--- src/rtl/stream_request_table_top_defines.svh ---
// ----------------------------------------------------------------------------
// Stream request table assertion macros
// Concurrent checks on the top level, clocked by clk and disabled in reset.
// ----------------------------------------------------------------------------
`ifndef STREAM_REQUEST_TABLE_TOP_DEFINES_SVH
`define STREAM_REQUEST_TABLE_TOP_DEFINES_SVH

// Check post in the same cycle as pre.
`define SRT_ASSERT_NOW(label, pre, post, msg) \
  label: assert property (@(posedge clk) disable iff (rst) (pre) |-> (post)) else $error(msg);

// Check post in the cycle after pre.
`define SRT_ASSERT_NEXT(label, pre, post, msg) \
  label: assert property (@(posedge clk) disable iff (rst) (pre) |=> (post)) else $error(msg);

`endif

--- src/rtl/srt_pkg.sv ---
// ----------------------------------------------------------------------------
// Stream request table package
// Field widths, request and status codes, and the stream entry layout.
// ----------------------------------------------------------------------------
package srt_pkg;

  localparam int MAX_STREAMS_DEF = 16;
  localparam int MAX_SINKS_DEF   = 8;

  localparam int NODE_W   = 16;
  localparam int SID_W    = 3;
  localparam int TIME_W   = 16;
  localparam int MISSED_W = 8;
  localparam int MODE_W   = 2;
  localparam int STATUS_W = 4;
  localparam int HELD_W   = 5;

  localparam logic [SID_W-1:0] TOP_STREAM_ID = 3'd2;

  localparam logic [MODE_W-1:0] MODE_ADD     = 2'd0;
  localparam logic [MODE_W-1:0] MODE_REPLACE = 2'd1;
  localparam logic [MODE_W-1:0] MODE_DELETE  = 2'd2;
  localparam logic [MODE_W-1:0] MODE_SINK    = 2'd3;

  localparam logic [STATUS_W-1:0] STAT_IGNORED          = 4'd0;
  localparam logic [STATUS_W-1:0] STAT_ADDED            = 4'd1;
  localparam logic [STATUS_W-1:0] STAT_DUPLICATE        = 4'd2;
  localparam logic [STATUS_W-1:0] STAT_NO_SPACE         = 4'd3;
  localparam logic [STATUS_W-1:0] STAT_REPLACED         = 4'd4;
  localparam logic [STATUS_W-1:0] STAT_REPLACED_NO_SPACE = 4'd5;
  localparam logic [STATUS_W-1:0] STAT_DELETED          = 4'd6;
  localparam logic [STATUS_W-1:0] STAT_DEL_NOT_FOUND    = 4'd7;
  localparam logic [STATUS_W-1:0] STAT_SINK_ADDED       = 4'd8;
  localparam logic [STATUS_W-1:0] STAT_SINK_DUP         = 4'd9;
  localparam logic [STATUS_W-1:0] STAT_SINK_FULL        = 4'd10;

  typedef struct packed {
    logic [NODE_W-1:0]   node;
    logic [SID_W-1:0]    stream;
    logic [TIME_W-1:0]   interval;
    logic [TIME_W-1:0]   last_slot;
    logic [TIME_W-1:0]   ready_time;
    logic [MISSED_W-1:0] missed;
  } entry_t;

endpackage

--- src/rtl/stream_request_table_top.sv ---
// ----------------------------------------------------------------------------
// Stream request table
// Keeps a table of periodic streams and a table of sink nodes and answers one
// request per transaction with a status and the number of streams held.
// ----------------------------------------------------------------------------
// A request is answered after one pass through the entry memory (the sink
// memory for a sink registration), one read per cycle, followed by one
// write-back step. A request that is ignored (stream id above 2 or own node)
// skips the pass and goes straight to the write-back step. The next request
// is taken while a result waits in the output register.
`include "stream_request_table_top_defines.svh"

module stream_request_table_top #(
  parameter int MAX_STREAMS = srt_pkg::MAX_STREAMS_DEF,
  parameter int MAX_SINKS   = srt_pkg::MAX_SINKS_DEF
) (
  input  logic                          clk,
  input  logic                          rst,
  input  logic                          cfg_valid,
  output logic                          cfg_ready,
  input  logic [srt_pkg::NODE_W-1:0]    cfg_data,
  input  logic                          in_valid,
  output logic                          in_ready,
  input  logic [srt_pkg::MODE_W-1:0]    mode,
  input  logic [srt_pkg::NODE_W-1:0]    source_node,
  input  logic [srt_pkg::SID_W-1:0]     stream_number,
  input  logic [srt_pkg::TIME_W-1:0]    interval,
  input  logic [srt_pkg::TIME_W-1:0]    start_time,
  output logic                          out_valid,
  input  logic                          out_ready,
  output logic [srt_pkg::STATUS_W-1:0]  status,
  output logic [srt_pkg::HELD_W-1:0]    streams_held
);

  localparam int EIDX_W   = (MAX_STREAMS > 1) ? $clog2(MAX_STREAMS) : 1;
  localparam int SIDX_W   = (MAX_SINKS > 1) ? $clog2(MAX_SINKS) : 1;
  localparam int CNT_W    = $clog2(MAX_STREAMS + 1);
  localparam int SCAN_MAX = (MAX_STREAMS > MAX_SINKS) ? MAX_STREAMS : MAX_SINKS;
  localparam int SCAN_W   = $clog2(SCAN_MAX + 1);

  localparam logic [SCAN_W-1:0] STREAM_END = SCAN_W'(MAX_STREAMS);
  localparam logic [SCAN_W-1:0] SINK_END   = SCAN_W'(MAX_SINKS);

  localparam logic [1:0] ST_IDLE   = 2'd0;
  localparam logic [1:0] ST_SCAN   = 2'd1;
  localparam logic [1:0] ST_UPDATE = 2'd2;

  logic [1:0] state;

  logic [srt_pkg::NODE_W-1:0] own_node_id;

  logic [srt_pkg::MODE_W-1:0] req_mode;
  logic [srt_pkg::NODE_W-1:0] req_node;
  logic [srt_pkg::SID_W-1:0]  req_stream;
  logic [srt_pkg::TIME_W-1:0] req_interval;
  logic [srt_pkg::TIME_W-1:0] req_start;
  logic                       req_pass;
  logic                       req_is_sink;

  srt_pkg::entry_t            entry_mem [MAX_STREAMS];
  srt_pkg::entry_t            entry_rd;
  logic [EIDX_W-1:0]          entry_rd_addr;
  logic                       entry_we;
  logic [EIDX_W-1:0]          entry_waddr;
  srt_pkg::entry_t            entry_wdata;
  srt_pkg::entry_t            new_entry;
  srt_pkg::entry_t            dup_entry;
  logic [MAX_STREAMS-1:0]     entry_valid;
  logic [MAX_STREAMS-1:0]     entry_valid_next;
  logic                       entry_set;
  logic                       entry_clr;

  logic [srt_pkg::NODE_W-1:0] sink_mem [MAX_SINKS];
  logic [srt_pkg::NODE_W-1:0] sink_rd;
  logic [SIDX_W-1:0]          sink_rd_addr;
  logic                       sink_we;
  logic [MAX_SINKS-1:0]       sink_valid;

  logic [CNT_W-1:0]           stream_count;
  logic [CNT_W-1:0]           stream_count_next;

  logic [SCAN_W-1:0]          scan_cnt;
  logic [SCAN_W-1:0]          scan_end;
  logic                       scan_issue;
  logic                       rd_pending;
  logic [SCAN_W-1:0]          rd_idx;
  logic [EIDX_W-1:0]          rd_eidx;
  logic [SIDX_W-1:0]          rd_sidx;
  logic                       entry_hit;
  logic                       entry_free;
  logic                       sink_hit;
  logic                       sink_free;

  logic                       found;
  logic [EIDX_W-1:0]          found_idx;
  srt_pkg::entry_t            found_word;
  logic                       free_found;
  logic [EIDX_W-1:0]          free_idx;
  logic [SIDX_W-1:0]          sink_free_idx;
  logic                       sink_dup;

  logic                       update_go;
  logic [srt_pkg::STATUS_W-1:0] res_status;

  assign cfg_ready = 1'b1;
  assign in_ready  = (state == ST_IDLE);

  always_ff @(posedge clk) begin
    if (rst) begin
      own_node_id <= '0;
    end else if (cfg_valid && cfg_ready) begin
      own_node_id <= cfg_data;
    end
  end

  assign req_is_sink   = (req_mode == srt_pkg::MODE_SINK);
  assign scan_end      = req_is_sink ? SINK_END : STREAM_END;
  assign scan_issue    = (state == ST_SCAN) && (scan_cnt != scan_end);
  assign entry_rd_addr = scan_cnt[EIDX_W-1:0];
  assign sink_rd_addr  = scan_cnt[SIDX_W-1:0];
  assign rd_eidx       = rd_idx[EIDX_W-1:0];
  assign rd_sidx       = rd_idx[SIDX_W-1:0];

  assign entry_hit  = rd_pending && entry_valid[rd_eidx] && (entry_rd.node == req_node) &&
                      (entry_rd.stream == req_stream);
  assign entry_free = rd_pending && (!entry_valid[rd_eidx] ||
                      ((req_mode == srt_pkg::MODE_REPLACE) && entry_hit));
  assign sink_hit   = rd_pending && sink_valid[rd_sidx] && (sink_rd == req_node);
  assign sink_free  = rd_pending && !sink_valid[rd_sidx];

  always_ff @(posedge clk) begin
    entry_rd <= entry_mem[entry_rd_addr];
    if (entry_we) begin
      entry_mem[entry_waddr] <= entry_wdata;
    end
  end

  always_ff @(posedge clk) begin
    sink_rd <= sink_mem[sink_rd_addr];
    if (sink_we) begin
      sink_mem[sink_free_idx] <= req_node;
    end
  end

  always_ff @(posedge clk) begin
    if (rst) begin
      state      <= ST_IDLE;
      rd_pending <= 1'b0;
    end else begin
      unique case (state)
        ST_IDLE: begin
          rd_pending <= 1'b0;
          if (in_valid) begin
            state <= ((stream_number <= srt_pkg::TOP_STREAM_ID) &&
                      (source_node != own_node_id)) ? ST_SCAN : ST_UPDATE;
          end
        end
        ST_SCAN: begin
          rd_pending <= scan_issue;
          if (!scan_issue && !rd_pending) begin
            state <= ST_UPDATE;
          end
        end
        ST_UPDATE: begin
          if (update_go) begin
            state <= ST_IDLE;
          end
        end
        default: begin
          state <= ST_IDLE;
        end
      endcase
    end
  end

  always_ff @(posedge clk) begin
    if (state == ST_IDLE) begin
      req_mode     <= mode;
      req_node     <= source_node;
      req_stream   <= stream_number;
      req_interval <= interval;
      req_start    <= start_time;
      req_pass     <= (stream_number <= srt_pkg::TOP_STREAM_ID) &&
                      (source_node != own_node_id);
      found        <= 1'b0;
      free_found   <= 1'b0;
      sink_dup     <= 1'b0;
      scan_cnt     <= '0;
    end else if (state == ST_SCAN) begin
      rd_idx <= scan_cnt;
      if (scan_issue) begin
        scan_cnt <= scan_cnt + 1'b1;
      end
      if (req_is_sink) begin
        if (sink_hit) begin
          sink_dup <= 1'b1;
        end
        if (sink_free && !free_found) begin
          free_found    <= 1'b1;
          sink_free_idx <= rd_sidx;
        end
      end else begin
        if (entry_hit && !found) begin
          found      <= 1'b1;
          found_idx  <= rd_eidx;
          found_word <= entry_rd;
        end
        if (entry_free && !free_found) begin
          free_found <= 1'b1;
          free_idx   <= rd_eidx;
        end
      end
    end
  end

  assign update_go = (state == ST_UPDATE) && (!out_valid || out_ready);

  always_comb begin
    new_entry.node       = req_node;
    new_entry.stream     = req_stream;
    new_entry.interval   = req_interval;
    new_entry.last_slot  = req_start - req_interval;
    new_entry.ready_time = req_start;
    new_entry.missed     = '0;
    dup_entry            = found_word;
    dup_entry.missed     = '0;
  end

  always_comb begin
    entry_we    = 1'b0;
    entry_waddr = free_idx;
    entry_wdata = new_entry;
    entry_set   = 1'b0;
    entry_clr   = 1'b0;
    sink_we     = 1'b0;
    res_status  = srt_pkg::STAT_IGNORED;
    if (req_pass) begin
      unique case (req_mode)
        srt_pkg::MODE_ADD: begin
          if (found) begin
            entry_we    = 1'b1;
            entry_waddr = found_idx;
            entry_wdata = dup_entry;
            res_status  = srt_pkg::STAT_DUPLICATE;
          end else if (free_found) begin
            entry_we   = 1'b1;
            entry_set  = 1'b1;
            res_status = srt_pkg::STAT_ADDED;
          end else begin
            res_status = srt_pkg::STAT_NO_SPACE;
          end
        end
        srt_pkg::MODE_REPLACE: begin
          entry_clr = found;
          if (free_found) begin
            entry_we   = 1'b1;
            entry_set  = 1'b1;
            res_status = srt_pkg::STAT_REPLACED;
          end else begin
            res_status = srt_pkg::STAT_REPLACED_NO_SPACE;
          end
        end
        srt_pkg::MODE_DELETE: begin
          entry_clr  = found;
          res_status = found ? srt_pkg::STAT_DELETED : srt_pkg::STAT_DEL_NOT_FOUND;
        end
        srt_pkg::MODE_SINK: begin
          if (sink_dup) begin
            res_status = srt_pkg::STAT_SINK_DUP;
          end else if (free_found) begin
            sink_we    = 1'b1;
            res_status = srt_pkg::STAT_SINK_ADDED;
          end else begin
            res_status = srt_pkg::STAT_SINK_FULL;
          end
        end
        default: begin
          res_status = srt_pkg::STAT_IGNORED;
        end
      endcase
    end
    entry_we  = entry_we && update_go;
    entry_set = entry_set && update_go;
    entry_clr = entry_clr && update_go;
    sink_we   = sink_we && update_go;
  end

  assign stream_count_next = stream_count + CNT_W'(entry_set) - CNT_W'(entry_clr);

  always_comb begin
    entry_valid_next = entry_valid;
    if (entry_clr) begin
      entry_valid_next[found_idx] = 1'b0;
    end
    if (entry_set) begin
      entry_valid_next[free_idx] = 1'b1;
    end
  end

  always_ff @(posedge clk) begin
    if (rst) begin
      entry_valid  <= '0;
      sink_valid   <= '0;
      stream_count <= '0;
    end else begin
      stream_count <= stream_count_next;
      entry_valid  <= entry_valid_next;
      if (sink_we) begin
        sink_valid[sink_free_idx] <= 1'b1;
      end
    end
  end

  always_ff @(posedge clk) begin
    if (rst) begin
      out_valid <= 1'b0;
    end else if (update_go) begin
      out_valid <= 1'b1;
    end else if (out_ready) begin
      out_valid <= 1'b0;
    end
  end

  always_ff @(posedge clk) begin
    if (update_go) begin
      status       <= res_status;
      streams_held <= srt_pkg::HELD_W'(stream_count_next);
    end
  end

  `SRT_ASSERT_NOW(a_count_tracks_valid, 1'b1, $countones(entry_valid) == int'(stream_count), "stream count out of step with valid bits")
  `SRT_ASSERT_NOW(a_replace_has_slot, (state == ST_UPDATE) && req_pass && (req_mode == srt_pkg::MODE_REPLACE) && found, free_found, "replace found an entry but no free slot")
  `SRT_ASSERT_NEXT(a_update_completes, (state == ST_UPDATE) && !out_valid, out_valid && (state == ST_IDLE), "update step stalled with an empty output register")

endmodule

--- config.mk ---
export PLATFORM = sky130hd
export DESIGN_NAME = stream_request_table_top
export DESIGN_NICKNAME = d
export VERILOG_FILES = /design/src/rtl/srt_pkg.sv /design/src/rtl/stream_request_table_top.sv
export VERILOG_INCLUDE_DIRS = /design/src /design/src/rtl
export SDC_FILE = /design/constraint.sdc
export NUM_CORES = 1
export LEC_CHECK = 0
export BUFFER_PORTS_ARGS = -buffer_cell sky130_fd_sc_hd__buf_2
export CAP_MARGIN = 20
export CORE_UTILIZATION = 40
export DETAILED_ROUTE_END_ITERATION = 10
export SLEW_MARGIN = 20
export SYNTH_ARGS = -nofsm -noshare
export SYNTH_HDL_FRONTEND = slang
export SYNTH_SLANG_ARGS = --single-unit
--- constraint.sdc ---
create_clock -name clk -period 5.4 [get_ports clk]
set_input_delay 0.27 -clock clk [delete_from_list [all_inputs] [get_ports clk]]
set_output_delay 0.27 -clock clk [all_outputs]
set_load 0.01 [all_outputs]
Yosys cells after proc, flatten, opt, wreduce, memory -nomap -nowiden
Memories as Yosys holds them, arrays and structs flattened. A register that Yosys moved wholly into a read port is not among the register bits.
Cells that the tools add are included.
{"block": "op_classes", "eq_ne": 14, "n_mux": 53, "n_addsub": 4, "bitwise": 6, "order_cmp": 9, "reduce_logical": 46}
{"cell": "75-bit two-way mux", "n": 3}
{"cell": "16-bit == test", "n": 2}
{"cell": "16-bit two-way mux", "n": 2}
{"cell": "1-bit two-way mux", "n": 26}
{"cell": "1-bit logical AND", "n": 22}
{"cell": "16-bit bitwise AND", "n": 1}
{"cell": "2-bit two-way mux", "n": 8}
{"cell": "16-bit inequality test", "n": 1}
{"cell": "16-bit inverter", "n": 1}
{"cell": "16-bit bitwise OR", "n": 1}
{"cell": "4-bit one-hot mux with 4 select lines", "n": 1}
{"cell": "16-bit subtractor", "n": 1}
{"cell": "4-bit by 5-bit < comparator with 1-bit output, second input constant", "n": 3}
{"cell": "4-bit two-way mux", "n": 3}
{"cell": "3-bit AND reduction", "n": 4}
{"cell": "4-bit AND reduction", "n": 3}
{"cell": "1-bit demux with 4-bit select", "n": 2}
{"cell": "4-bit by 1-bit greater-or-equal comparator with 1-bit output, second input constant", "n": 2}
{"cell": "3-bit by 4-bit < comparator with 1-bit output, second input constant", "n": 2}
{"cell": "8-bit bitwise OR", "n": 1}
{"cell": "1-bit logical NOT", "n": 7}
{"cell": "2-bit == test, second input constant", "n": 3}
{"cell": "2-bit inequality test, second input constant", "n": 3}
{"cell": "1-bit one-hot mux with 2 select lines", "n": 3}
{"cell": "other kinds (20)", "n": 27}
{"block": "word_totals", "register_bits": 202, "ram_bits": 1328, "mem_count": 2, "output_inout_bits": 12, "input_bits": 74, "wordCells": 162}
{"name": "entry_mem", "depth": 16, "width": 75, "read_ports": 1, "rd_ports_with_merged_regs": 1, "wr": 1, "line": "stream_request_table_top.sv:60", "text": "srt_pkg::entry_t entry_mem [MAX_STREAMS];"}
{"name": "sink_mem", "depth": 8, "width": 16, "read_ports": 1, "rd_ports_with_merged_regs": 1, "wr": 1, "line": "stream_request_table_top.sv:73", "text": "logic [srt_pkg::NODE_W-1:0] sink_mem [MAX_SINKS];"}

Longest topological paths before layout
Gate-level depths: netlist of run 1.
{"block": "depth", "word_depth": 11, "mapped_depth": 13, "mapped_depth_nobuf": 12}

Least setup slack after synthesis of run 1
No wires, ideal clock.
{"block": "synth_path", "path_type": "flip-flop to flip-flop", "start": "register rd_idx[0]", "end": "register found_word, in the netlist dup_entry[56], enable pin", "stages_incl_launch_ff": 6, "path_buffers": 1, "path_slack_ns": 1.214, "synth_period_minus_slack_ns": 4.186, "setup_time_ns": 0.470, "t_required_ns": 4.930, "t_arrival_ns": 3.717, "cell_sequence": "edfxtp_1 > buf_2 > mux4_2 > mux2i_1 > mux2_2 > nor4b_1"}
{"block": "synth_between", "elab_chain_len": 7}
{"element": "start: declaration", "line": "stream_request_table_top.sv:86", "text": "logic [SCAN_W-1:0] rd_idx;"}
{"element": "start signal: assignment", "line": "stream_request_table_top.sv:190", "text": "rd_idx <= scan_cnt;"}
{"element": "1-bit binary-select mux with 4-bit select", "line": "stream_request_table_top.sv:124", "text": "assign entry_hit = rd_pending && entry_valid[rd_eidx] && (entry_rd.node == req_node) &&"}
{"element": "1-bit two-way mux (not written as such)", "line": "stream_request_table_top.sv:124"}
{"element": "1-bit logical AND (3 in a row)", "line": "stream_request_table_top.sv:124"}
{"element": "1-bit logical AND", "line": "stream_request_table_top.sv:203", "text": "if (entry_hit && !found) begin"}
{"element": "4-bit AND reduction (no line)"}
{"element": "end signal: assignment", "line": "stream_request_table_top.sv:206", "text": "found_word <= entry_rd;"}
{"element": "end: declaration", "line": "stream_request_table_top.sv:96", "text": "srt_pkg::entry_t found_word;"}
Every way passes these cells. The select of a mux whose other input is x is not followed.
A chain may end at the register's enable or synchronous reset.

Worst setup path in the final report of run 1
{"block": "layout_path", "start": "register req_mode[0] (netlist bit)", "end": "memory entry_mem[10][64] (netlist bit), enable pin"}
{"block": "layout_between", "elab_chain_len": 6, "word_cells_on_any_way": 9, "classes_between": "1 x eq/ne; 6 x mux; 2 x reduce/logical"}
{"element": "start: declaration", "line": "stream_request_table_top.sv:52", "text": "logic [srt_pkg::MODE_W-1:0] req_mode;"}
{"element": "start signal: assignment", "line": "stream_request_table_top.sv:178", "text": "req_mode <= mode;"}
{"element": "2-bit by 1-bit == test with 1-bit output or 2-bit logical NOT (tied branches)", "line": "stream_request_table_top.sv:238", "text": "unique case (req_mode)"}
{"element": "1-bit one-hot mux with 2 select lines", "line": "stream_request_table_top.sv:238"}
{"element": "1-bit two-way mux", "line": "stream_request_table_top.sv:237", "text": "if (req_pass) begin"}
{"element": "1-bit logical AND", "line": "stream_request_table_top.sv:282", "text": "entry_we = entry_we && update_go;"}
{"element": "1-bit two-way mux", "line": "stream_request_table_top.sv:133", "text": "if (entry_we) begin"}
{"element": "1-bit two-way mux (not written as such)", "line": "stream_request_table_top.sv:134", "text": "entry_mem[entry_waddr] <= entry_wdata;"}
{"element": "end: declaration", "line": "stream_request_table_top.sv:60"}
Parallel ways exist; a longest one is shown, timed or not.

==> results of run 1 <==
-- cell families after synthesis --
family,after synthesis,share of synthesized area [%]
flops,589,73.67
buf+inv,75,1.589
fa+ha+maj,13,0.7477
compound gates,61,1.726
xor+xnor,57,2.194
other cells,1,0.01648
simple gates,242,5.119
mux,171,14.93
-- cell type report --
class | count | area (um^2)
multi-input combinational | 545 | 5714
clock inverter | 41 | 301.5
inverter | 23 | 86.33
clock buffer | 73 | 1580
tap | 756 | 945.9
fill | 4747 | 29970
timing repair buffer | 123 | 900.9
sequential | 589 | 16770
-- worst register-to-register path, cell delays in order, from the launching register on --
cell and delay, ns:
edfxtp_1 0.43, inv_1 0.13, ha_1 0.25, and3_1 0.86, nand2_1 0.11, o21ai_0 0.13
nand2_1 0.21, nor2_2 0.47, buf_4 0.39
-- state kept, by name (all words and copies together), names as in the netlist, 5 cells and up --
signal / flops
stream_count: 5
entry_valid: 16
sink_valid: 8
req_node: 16
sink_rd: 16
scan_cnt: 5
entry_rd: 19
sink_mem: 128
own_node_id: 16
entry_mem: 304
dup_entry: 19
streams_held: 5
-- worst max path at each step --
stage / to / startpoint / slack (ns)
6_report: entry_mem[10][64]$_DFFE_PP_ / req_mode[0]$_DFFE_PP_ / 2.09
5_1_grt: entry_mem[10][60]$_DFFE_PP_ / req_mode[0]$_DFFE_PP_ / 1.84
4_1_cts: stream_count[4]$_SDFF_PP0_ / req_mode[0]$_DFFE_PP_ / 1.93
3_5_place_dp: stream_count[4]$_SDFF_PP0_ / req_mode[1]$_DFFE_PP_ / 1.97
3_3_place_gp: stream_count[4]$_SDFF_PP0_ / req_mode[0]$_DFFE_PP_ / 2.02
2_1_floorplan: dup_entry[56]$_DFFE_PP_ / rd_idx[0]$_DFFE_PP_ / 1.21
-- per-layer routing --
| layer | vias to the layer above | wire length (um) |
|---|---|---|
| met5 | - | 0 |
| met4 | 0 | 910 |
| met3 | 71 | 2289 |
| met2 | 280 | 24520 |
| met1 | 6079 | 21850 |
| li1 | 5062 | - |
-- power breakdown --
part           switching, W  internal [W]  leakage (nW)
Combinational      0.000222      0.000152          2.24
Sequential        0.0000921       0.00504          5.26
Clock               0.00172       0.00223         0.927
Total               0.00203       0.00742          8.42
-- synth_stat cells (12+ instances only) --
master      n
nor2_1     64
mux4_2    133
nand4_1    17
xor2_1     14
inv_1      23
buf_2      13
dfxtp_1    92
a21oi_1    16
mux2i_1    20
clkbuf_1   21
edfxtp_1  497
nand3_1    19
ha_1       12
nand2_1    78
mux2_2     18
xnor2_1    43
o21ai_0    12
-- stage by stage --
stage	cells	worst slack [ns]
after floorplan	1209	1.214
after global placement	1998	2.017
after detailed placement	1998	1.971
after CTS	2150	1.934
after global routing	2150	1.842
final	2150	2.086
==> impl_metrics.tcl, run 1 <==
set metrics [dict create \
    synth_top_cell_area_share_pct 65.58 \
    crit_chain "inv_1, ha_1, and3_1, nand2_1, o21ai_0, nand2_1, nor2_2, buf_4" \
    synth_area_leader_cell "edfxtp_1" \
    grt.total_usage_pct 17.60 \
    use_met3_pct 3.123 \
    cp_num_cells 8 \
    grt_pass1_vias 11870 \
    die-area_um2 57850 \
    die_w_um 240.5 \
    vias 11490 \
    synth.area.top_cells "edfxtp_1, mux4_2, dfxtp_1, xnor2_1, nand2_1" \
    tns_ns 0 \
    antenna_found_initial 1 \
    clock.fmax_mhz 301.7 \
    maxSlewHeadroom_pct 31.79 \
    min_path_cells 3 \
    cp_common_cell "nand2_1" \
    slowest_delay_ns 0.86 \
    hp-start "out_ready" \
    grt_max_degree 49 \
    area_delta_synth_final_pct 15.59 \
    synth.avg_cell_area_um2 18.82 \
    numCtsBuffers 60 \
    first_pass_iters 4 \
    cp_top_family "simple AND/OR/NAND/NOR gates" \
    cts_resized 0 \
    gr-usage-met2_pct 29.41 \
    htreeDepth 2 \
    reg2reg_depth 8 \
    synthArstFlopShare_pct 0 \
    die_y_um 240.5 \
    grt_use_met1_pct 23.87 \
    post_cts_buffers 0 \
    drc 0 \
    required_ns 5.70 \
    gp_congestion 0.7680 \
    core-area_um2 56280 \
    max-cap-violations 0 \
    drive_above_1_share_pct 25.54 \
    synth-seq-cells 589 \
    avgRoutedWirePerCell_um 23.06 \
    cts_sinks 589 \
    grt_overflow_total 0 \
    p_leak_nw 8.423 \
    clk_pin_slew_ns 0.06 \
    initial_core_util_pct 40.44 \
    drt_iter0_drc 1011 \
    syn-cell-area_um2 22760 \
    insertedDiodeCount 0 \
    hold_buffers 38 \
    syn_inst 1209 \
    worst_slew_pin_slew_ns 1.023 \
    critPathBufInv 2 \
    design_area_um2 26300 \
    crit_slowest_cell "and3_1" \
    min_path_type "input port to register" \
    grt_first_pass_wirelength_um 74730 \
    hold_viol_final 0 \
    min_to "out_valid$_SDFFE_PP0P_" \
    worstSetupPathType "register to register" \
    reg2reg_to "entry_mem[10][64]$_DFFE_PP_" \
    synth_enable_flop_cells 497 \
    r2r_start "req_mode[0]$_DFFE_PP_" \
    cts_buffer_depth 3 \
    layout_common_cells "edfxtp_1, mux4_2, dfxtp_1" \
    power_w 0.009454 \
    worst-path-max-fanout 25 \
    final_antenna_net_count 0 \
    cts_tree "done" \
    hpwl_um 28980 \
    ys_types 54 \
    fin_skew_ns 0.01599 \
    vdd_drop_max_v 0.0002992 \
    io_pins 86 \
    nets 1429 \
    fin_crit_sh_pct 61.38 \
    busiest_layer "met2" \
    port_buffers 52 \
    slew_viol_final 0 \
    synth_fp_nets 1296 \
    finalWirelength_um 49570 \
    crit_path_end_kind "register" \
    place_area_um2 24030 \
    synthFlopType "edfxtp_1" \
    clk_latency_ns 0.63 \
    vias_per_cell 5.345 \
    period_needed_ns 3.314 \
    setup.worst_path.start_class "register" \
    rsz0062_at_grt "no" \
    cts_root_buffer "clkbuf_16" \
    hold-worst-slack_ns 0.04341 \
    final_core_util_pct 46.74 \
    cp.arrival_ns 3.61 \
    synth.yosys.seq_area_share_pct 73.67 \
    setup_viol 0 \
    r2r_slack_ns 2.09 \
    power_density_nw_per_um2 359.4 \
    status "finished clean" \
    final_common_cell "edfxtp_1" \
    yosys_warnings 0 \
    rows 87 \
]
No activity file was read; power rests on OpenSTA's default activity.
==> run 2, diff against run 1 <==
--- a/config.mk
+++ b/config.mk
@@ -6,6 +6,7 @@
 export SDC_FILE = /design/constraint.sdc
 export NUM_CORES = 1
 export LEC_CHECK = 0
+export ABC_AREA = 1
 export BUFFER_PORTS_ARGS = -buffer_cell sky130_fd_sc_hd__buf_2
 export CAP_MARGIN = 20
 export CORE_UTILIZATION = 40
==> constraint.sdc (replaced) <==
create_clock -name clk -period 3.1 [get_ports clk]
set_input_delay 0.155 -clock clk [delete_from_list [all_inputs] [get_ports clk]]
set_output_delay 0.155 -clock clk [all_outputs]
set_load 0.01 [all_outputs]
==> run 2 against run 1 <==
Net effect: clock power grew 75%; register-to-register slack lost 1.6 ns; core utilization up 0.23 points; first-iteration DRC count is 26% higher; final cell count is 34% higher; critical path type unchanged; critical endpoint is now entry_mem[15][58]$_DFFE_PP_; largest cell class unchanged; highest routed layer unchanged.
==> impl_metrics.tcl, run 2 <==
set metrics [dict create \
    status "finished clean" \
    synth_most_common_cell "edfxtp_1" \
    crit_slowest_cell "nor2_2" \
    final_antenna_net_count 0 \
    vias_per_cell 5.362 \
    reg.largest.list "entry_mem (304), sink_mem (128)" \
    fin_crit_sh_pct 83.96 \
    grt_overflow_total 0 \
    startpoint "req_mode[0]$_DFFE_PP_" \
    area_delta_synth_final_pct 16.30 \
    crit_path_end_kind "register" \
    pwr-share-comb_pct 11.2 \
    tns_ns 0 \
    clk_latency_ns 0.63 \
    largest_reg_flops 304 \
    slew_viol_final 0 \
    syn-cell-area_um2 23260 \
    hold_viol_final 0 \
    synth_top_cell_area_share_pct 64.17 \
    core-area_um2 57590 \
    fin_skew_ns 0.02337 \
    cts_root_buffer "clkbuf_16" \
    worst-path-max-fanout 12 \
    clk_pin_slew_ns 0.07 \
    cts_tree "done" \
    worstSetupPathType "register to register" \
    power_density_nw_per_um2 677.8 \
    setup_viol 0 \
    yosys_warnings 0 \
    cts_sinks 589 \
    r2r_slack_ns 0.50 \
    p_clk_share_pct 37.8 \
    slowest_delay_ns 0.48 \
    synth-seq-cells 589 \
    crit_chain "inv_1, ha_1, nand3_2, nand2_1, o21ai_0, inv_1, nand2_1, nor2_2, buf_4" \
    initial_core_util_pct 40.39 \
    synth_fp_nets 2032 \
    pre_cts_slack_ns 0.4783 \
    synthArstFlopShare_pct 0 \
    grt.total_usage_pct 19.40 \
    antenna_found_initial 0 \
    vdd_drop_max_v 0.0004694 \
    cp.arrival_ns 2.91 \
    synth_enable_flop_cells 497 \
    p_switching_w 0.004648 \
    synth_common_cells "edfxtp_1, nor2_1, o21ai_0" \
    min_to "stream_count[1]$_SDFF_PP0_" \
    synth_area_leader_cell "edfxtp_1" \
    vias 15470 \
    dp.cells 2725 \
    cts_resized 0 \
    htreeDepth 2 \
    p_int_w 0.01368 \
    r2r_start "req_mode[0]$_DFFE_PP_" \
    hp-start "rst" \
    reg2reg_depth 9 \
    layoutNonFillerInstCount 2886 \
    dr_wl_met2_um 28050 \
    io_pins 86 \
    die_y_um 243.1 \
    die_w_um 243.1 \
    regMostFlops "entry_mem" \
    finalWirelength_um 58040 \
    setup_slack_ns 0.4974 \
    grt_first_pass_wirelength_um 87900 \
    avgRoutedWirePerCell_um 20.11 \
    insertedDiodeCount 0 \
    synth.yosys.seq_area_share_pct 72.09 \
    clock.fmax_mhz 384.2 \
    seq_power_share_pct 51.0 \
    period_needed_ns 2.603 \
    setup.worst_path.start_class "register" \
    hpwl_um 33710 \
    drt_iter0_drc 1272 \
    maxSlewHeadroom_pct 31.06 \
    drive_above_1_share_pct 12.26 \
    final_core_util_pct 46.97 \
    die-area_um2 59110 \
    rows 88 \
    reg2reg_to "entry_mem[15][58]$_DFFE_PP_" \
    synth.avg_cell_area_um2 11.96 \
    wl_met1_um 24860 \
    first_pass_iters 5 \
    grt_pass1_vias 14950 \
    final_common_cell "edfxtp_1" \
    layout_common_cells "edfxtp_1, nor2_1, o21ai_0" \
    numCtsBuffers 59 \
    drc 0 \
    syn_inst 1945 \
    min_path_cells 2 \
    cts_buffer_depth 3 \
    rsz0062_at_grt "no" \
    min_path_type "input port to register" \
    synthFlopType "edfxtp_1" \
    netSwitchingFraction_pct 25.36 \
    max-cap-violations 0 \
    required_ns 3.40 \
    top_layer "met4" \
    p_leak_nw 9.537 \
    port_buffers 52 \
    worst_slew_pin_slew_ns 1.034 \
    grt_max_degree 220 \
    nets 2157 \
    gp_congestion 0.8805 \
    ys_types 46 \
    dr_wl_met3_um 3340 \
    synth.area.top_cells "edfxtp_1, dfxtp_1, nor2_1, o21ai_0, nand2_1" \
]
## run 2: cell types whose count changed after synthesis, moves of 18 or more
cell      delta
nand2_1     +79
o221ai_1    +32
mux2i_1     -20
o21ai_0    +258
mux4_2     -133
xnor2_1     -29
inv_1       +88
nor2_1     +307
a21oi_1     +50
nand3_1     +47
clkbuf_1    +35
buf_2       +18
o22ai_1     +57
## run 2: worst max-delay path by stage
stage	endpoint	slack, ns	depth (start not counted)
after floorplan	entry_mem[0][56]$_DFFE_PP_	0.47	7
after global placement	entry_mem[6][58]$_DFFE_PP_	0.48	6
after detailed placement	entry_mem[10][56]$_DFFE_PP_	0.48	6
after CTS	entry_mem[15][64]$_DFFE_PP_	0.47	6
after global routing	entry_mem[15][62]$_DFFE_PP_	0.35	9
final	entry_mem[15][58]$_DFFE_PP_	0.50	9
## run 2: layout make-up
class,count,area [um^2]
timing repair buffer,163,1284
inverter,116,440.4
clock inverter,34,276.5
sequential,589,16770
fill,5033,30540
clock buffer,78,1609
tap,765,957.2
multi-input combinational,1141,5705
## run 2: worst max-delay path: cells and delay by family, from the launching register on
family	cells	cell delay, ns
AOI/OAI and AO/OA	1	0.15
adders and majority gates	1	0.19
buffers and inverters	3	0.60
DFF	1	0.42
and+or+nand+nor	4	0.92
## run 2: cells by family after synthesis
| group | after synthesis | synth area share, % |
|---|---|---|
| AND/OR/NAND/NOR | 634 | 11.19 |
| AO/OA/AOI/OAI | 466 | 11.22 |
| multiplexers | 4 | 0.1937 |
| other | 1 | 0.01612 |
| XOR/XNOR | 23 | 0.8662 |
| buffers and inverters | 215 | 3.691 |
| flip-flops | 589 | 72.09 |
| adder cells (fa/ha/maj) | 13 | 0.7317 |
## run 2: what timing repair did
action / in CTS / in global routing
buffers inserted: 0 / 0
hold buffers: 47 / 0
endpoints found under the hold margin: 39 / 0
## run 2: stage by stage
stage / power, W / hold slack, ns / instance area (um^2)
detailed placement: 0.01151 / 0.3397 / 24650
global route: 0.01900 / 0.05272 / 27050
global placement: 0.01144 / 0.3489 / 24650
CTS: 0.01844 / 0.01857 / 27010
floorplan: 0.01073 / 0.2539 / 23260
finish: 0.01833 / 0.05524 / 27050
## run 2: power by group through the flow
stage / clock network [W] / logic, W / registers (W)
after global placement: 0 / 0.00194 / 0.00950
after detailed placement: 0 / 0.00200 / 0.00951
after floorplan: 0 / 0.00134 / 0.00939
after global routing: 0.00733 / 0.00229 / 0.00937
after CTS: 0.00704 / 0.00205 / 0.00935
final: 0.00693 / 0.00206 / 0.00935
## run 2: layer usage
layer / up-vias / GRT usage (%)
li1: 7187 / -
met2: 486 / 32.07
met5: - / 0
met1: 7681 / 25.76
met4: 0 / 7.510
met3: 120 / 2.886
==> run 3, diff against run 2 <==
--- a/config.mk
+++ b/config.mk
@@ -6,7 +6,7 @@
 export SDC_FILE = /design/constraint.sdc
 export NUM_CORES = 1
 export LEC_CHECK = 0
-export ABC_AREA = 1
+export ABC_AREA = 0
 export BUFFER_PORTS_ARGS = -buffer_cell sky130_fd_sc_hd__buf_2
 export CAP_MARGIN = 20
 export CORE_UTILIZATION = 40
==> constraint.sdc (replaced) <==
create_clock -name clk -period 2.2 [get_ports clk]
set_input_delay 0.11 -clock clk [delete_from_list [all_inputs] [get_ports clk]]
set_output_delay 0.11 -clock clk [all_outputs]
set_load 0.01 [all_outputs]
==> run 3 against run 2 <==
Net effect: the run now ends with negative setup slack left; sequential cell count unchanged; non-clock buffer count up 70; sequential power up 34%; via count down 23%; die area down 2.1%; critical path depth up 2; clock-buffer cell count unchanged; register-to-register slack worse by 0.70 ns; power up 34%; global-route usage down 1.0 points; clock power up 56%; critical path type unchanged.
==> impl_metrics.tcl, run 3 (same netlist as run 1, synthesis figures left out) <==
set metrics [dict create \
    nets 1538 \
    largest_reg_flops 304 \
    antenna_found_initial 0 \
    layoutNonFillerInstCount 2258 \
    startpoint "req_mode[0]$_DFFE_PP_" \
    design_area_um2 28410 \
    core-area_um2 56280 \
    grt_max_degree 40 \
    vias 11910 \
    finalWirelength_um 53360 \
    grt.total_usage_pct 18.39 \
    htreeDepth 2 \
    vias_per_cell 5.274 \
    numCtsBuffers 59 \
    area_delta_synth_final_pct 24.86 \
    status "finished with violations" \
    layout_common_cells "edfxtp_1, mux4_2, dfxtp_1" \
    critPathCapture "streams_held[2]$_DFFE_PN_" \
    hpwl_um 31450 \
    clk_pin_slew_ns 0.06 \
    drc 0 \
    r2r_start "req_mode[0]$_DFFE_PP_" \
    setup_viol 27 \
    power_density_nw_per_um2 863.5 \
    cp.arrival_ns 2.75 \
    maxSlewHeadroom_pct 45.93 \
    die-area_um2 57850 \
    io_pins 86 \
    max-cap-violations 0 \
    min_path_type "input port to register" \
    grt_first_pass_wirelength_um 77280 \
    die_y_um 240.5 \
    slew_viol_final 0 \
    cts_sinks 589 \
    gp_congestion 0.8337 \
    violations "negative setup slack" \
    fin_skew_ns 0.02517 \
    min_path_cells 3 \
    worst_slew_pin_slew_ns 0.8062 \
    first_pass_iters 5 \
    clock.fmax_mhz 416.1 \
    vdd_drop_max_v 0.0006196 \
    pre_cts_slack_ns -0.3051 \
    place_area_um2 25130 \
    rsz0062_at_grt "yes" \
    final_antenna_net_count 0 \
    drt_iter0_drc 1128 \
    final_common_cell "edfxtp_1" \
    hold-worst-slack_ns 0.08041 \
    reg2reg_to "streams_held[2]$_DFFE_PN_" \
    cts_tree "done" \
    worst-path-max-fanout 2 \
    initial_core_util_pct 40.44 \
    p_leak_nw 9.332 \
    setup.worst_path.start_class "register" \
    rows 87 \
    avgRoutedWirePerCell_um 23.63 \
    hold_viol_final 0 \
    cts_root_buffer "clkbuf_16" \
    grt_overflow_total 0 \
    crit_path_end_kind "register" \
    cts_buffer_depth 3 \
    tns_ns -2.902 \
    r2r_slack_ns -0.20 \
    period_needed_ns 2.403 \
    fin_crit_sh_pct 109.2 \
    drive_above_1_share_pct 34.55 \
    reg.largest.list "entry_mem (304), sink_mem (128)" \
    die_w_um 240.5 \
    grt_pass1_vias 12270 \
    dp.cells 2074 \
    setup_slack_ns -0.2032 \
    insertedDiodeCount 0 \
    required_ns 2.55 \
    reg2reg_depth 11 \
    clk_latency_ns 0.63 \
    regMostFlops "entry_mem" \
    worstSetupPathType "register to register" \
    port_buffers 52 \
]
## run 3: cell types whose count changed in the layout (fill, tap and decap cells not counted), sizes merged, moves of 32 or more
cell	change
o21ai	-256
nand3	-49
o221ai	-32
nand2	-81
nor2	-311
a21oi	-51
mux4	+133
buf	+70
o22ai	-57
inv	-92
## run 3: metrics by stage
step	power, W	utilization, %
floorplan	0.01334	-
global placement	0.01383	44.66
detailed placement	0.01387	44.66
CTS	0.02472	49.49
global route	0.02528	50.49
finish	0.02454	50.49
## run 3: critical path, cell delays in order, from the launching register on
cell and delay (ns):
edfxtp_1 0.36, inv_2 0.06, ha_4 0.28, nand2_4 0.05, nor4b_4 0.29, ha_4 0.17, inv_2 0.04, ha_4 0.15
fa_2 0.34, buf_4 0.14, buf_6 0.10, xor2_1 0.15
## run 3: power breakdown
part / leakage, nW / switching, W / internal, W / total [W]
Clock: 1.05 / 0.00424 / 0.00655 / 0.0108
Sequential: 5.26 / 0.000100 / 0.0124 / 0.0125
Combinational: 3.02 / 0.000743 / 0.000532 / 0.00128
Total: 9.33 / 0.00509 / 0.0195 / 0.0245
## run 3: worst min path at each step
stage                    from                      endpoint
finish              cfg_valid   own_node_id[1]$_SDFFE_PP0P_
global route        cfg_valid  own_node_id[10]$_SDFFE_PP0P_
CTS                 cfg_valid   own_node_id[1]$_SDFFE_PP0P_
detailed placement    mode[0]         req_mode[0]$_DFFE_PP_
global placement      mode[0]         req_mode[0]$_DFFE_PP_
floorplan             mode[0]         req_mode[0]$_DFFE_PP_
## run 3: repair_timing
item / 4_1_cts / 5_1_grt
pin swaps: 13 / 18
hold endpoints to repair: 44 / 0
buffers inserted: 9 / 12
gates resized for setup: 18 / 59
endpoints found under the setup margin: 340 / 552
hold buffers: 40 / 0
cloned: 2 / 11
## run 3: layout make-up
| cell class | count | area, um^2 |
|---|---|---|
| Fill cell | 4508 | 27860 |
| Multi-Input combinational cell | 545 | 6061 |
| Clock buffer | 78 | 1639 |
| Inverter | 23 | 86.33 |
| Sequential cell | 589 | 16770 |
| Clock inverter | 34 | 485.5 |
| Tap cell | 756 | 945.9 |
| Timing Repair Buffer | 233 | 2421 |
## run 3: routing by layer
| layer | track usage, % | share of wire [%] | up-vias |
|---|---|---|---|
| met5 | 0 | 0 | - |
| met4 | 6.620 | 2.6 | 0 |
| met3 | 2.698 | 4.8 | 83 |
| met2 | 30.53 | 50 | 322 |
| met1 | 24.65 | 43 | 6231 |
| li1 | - | - | 5272 |
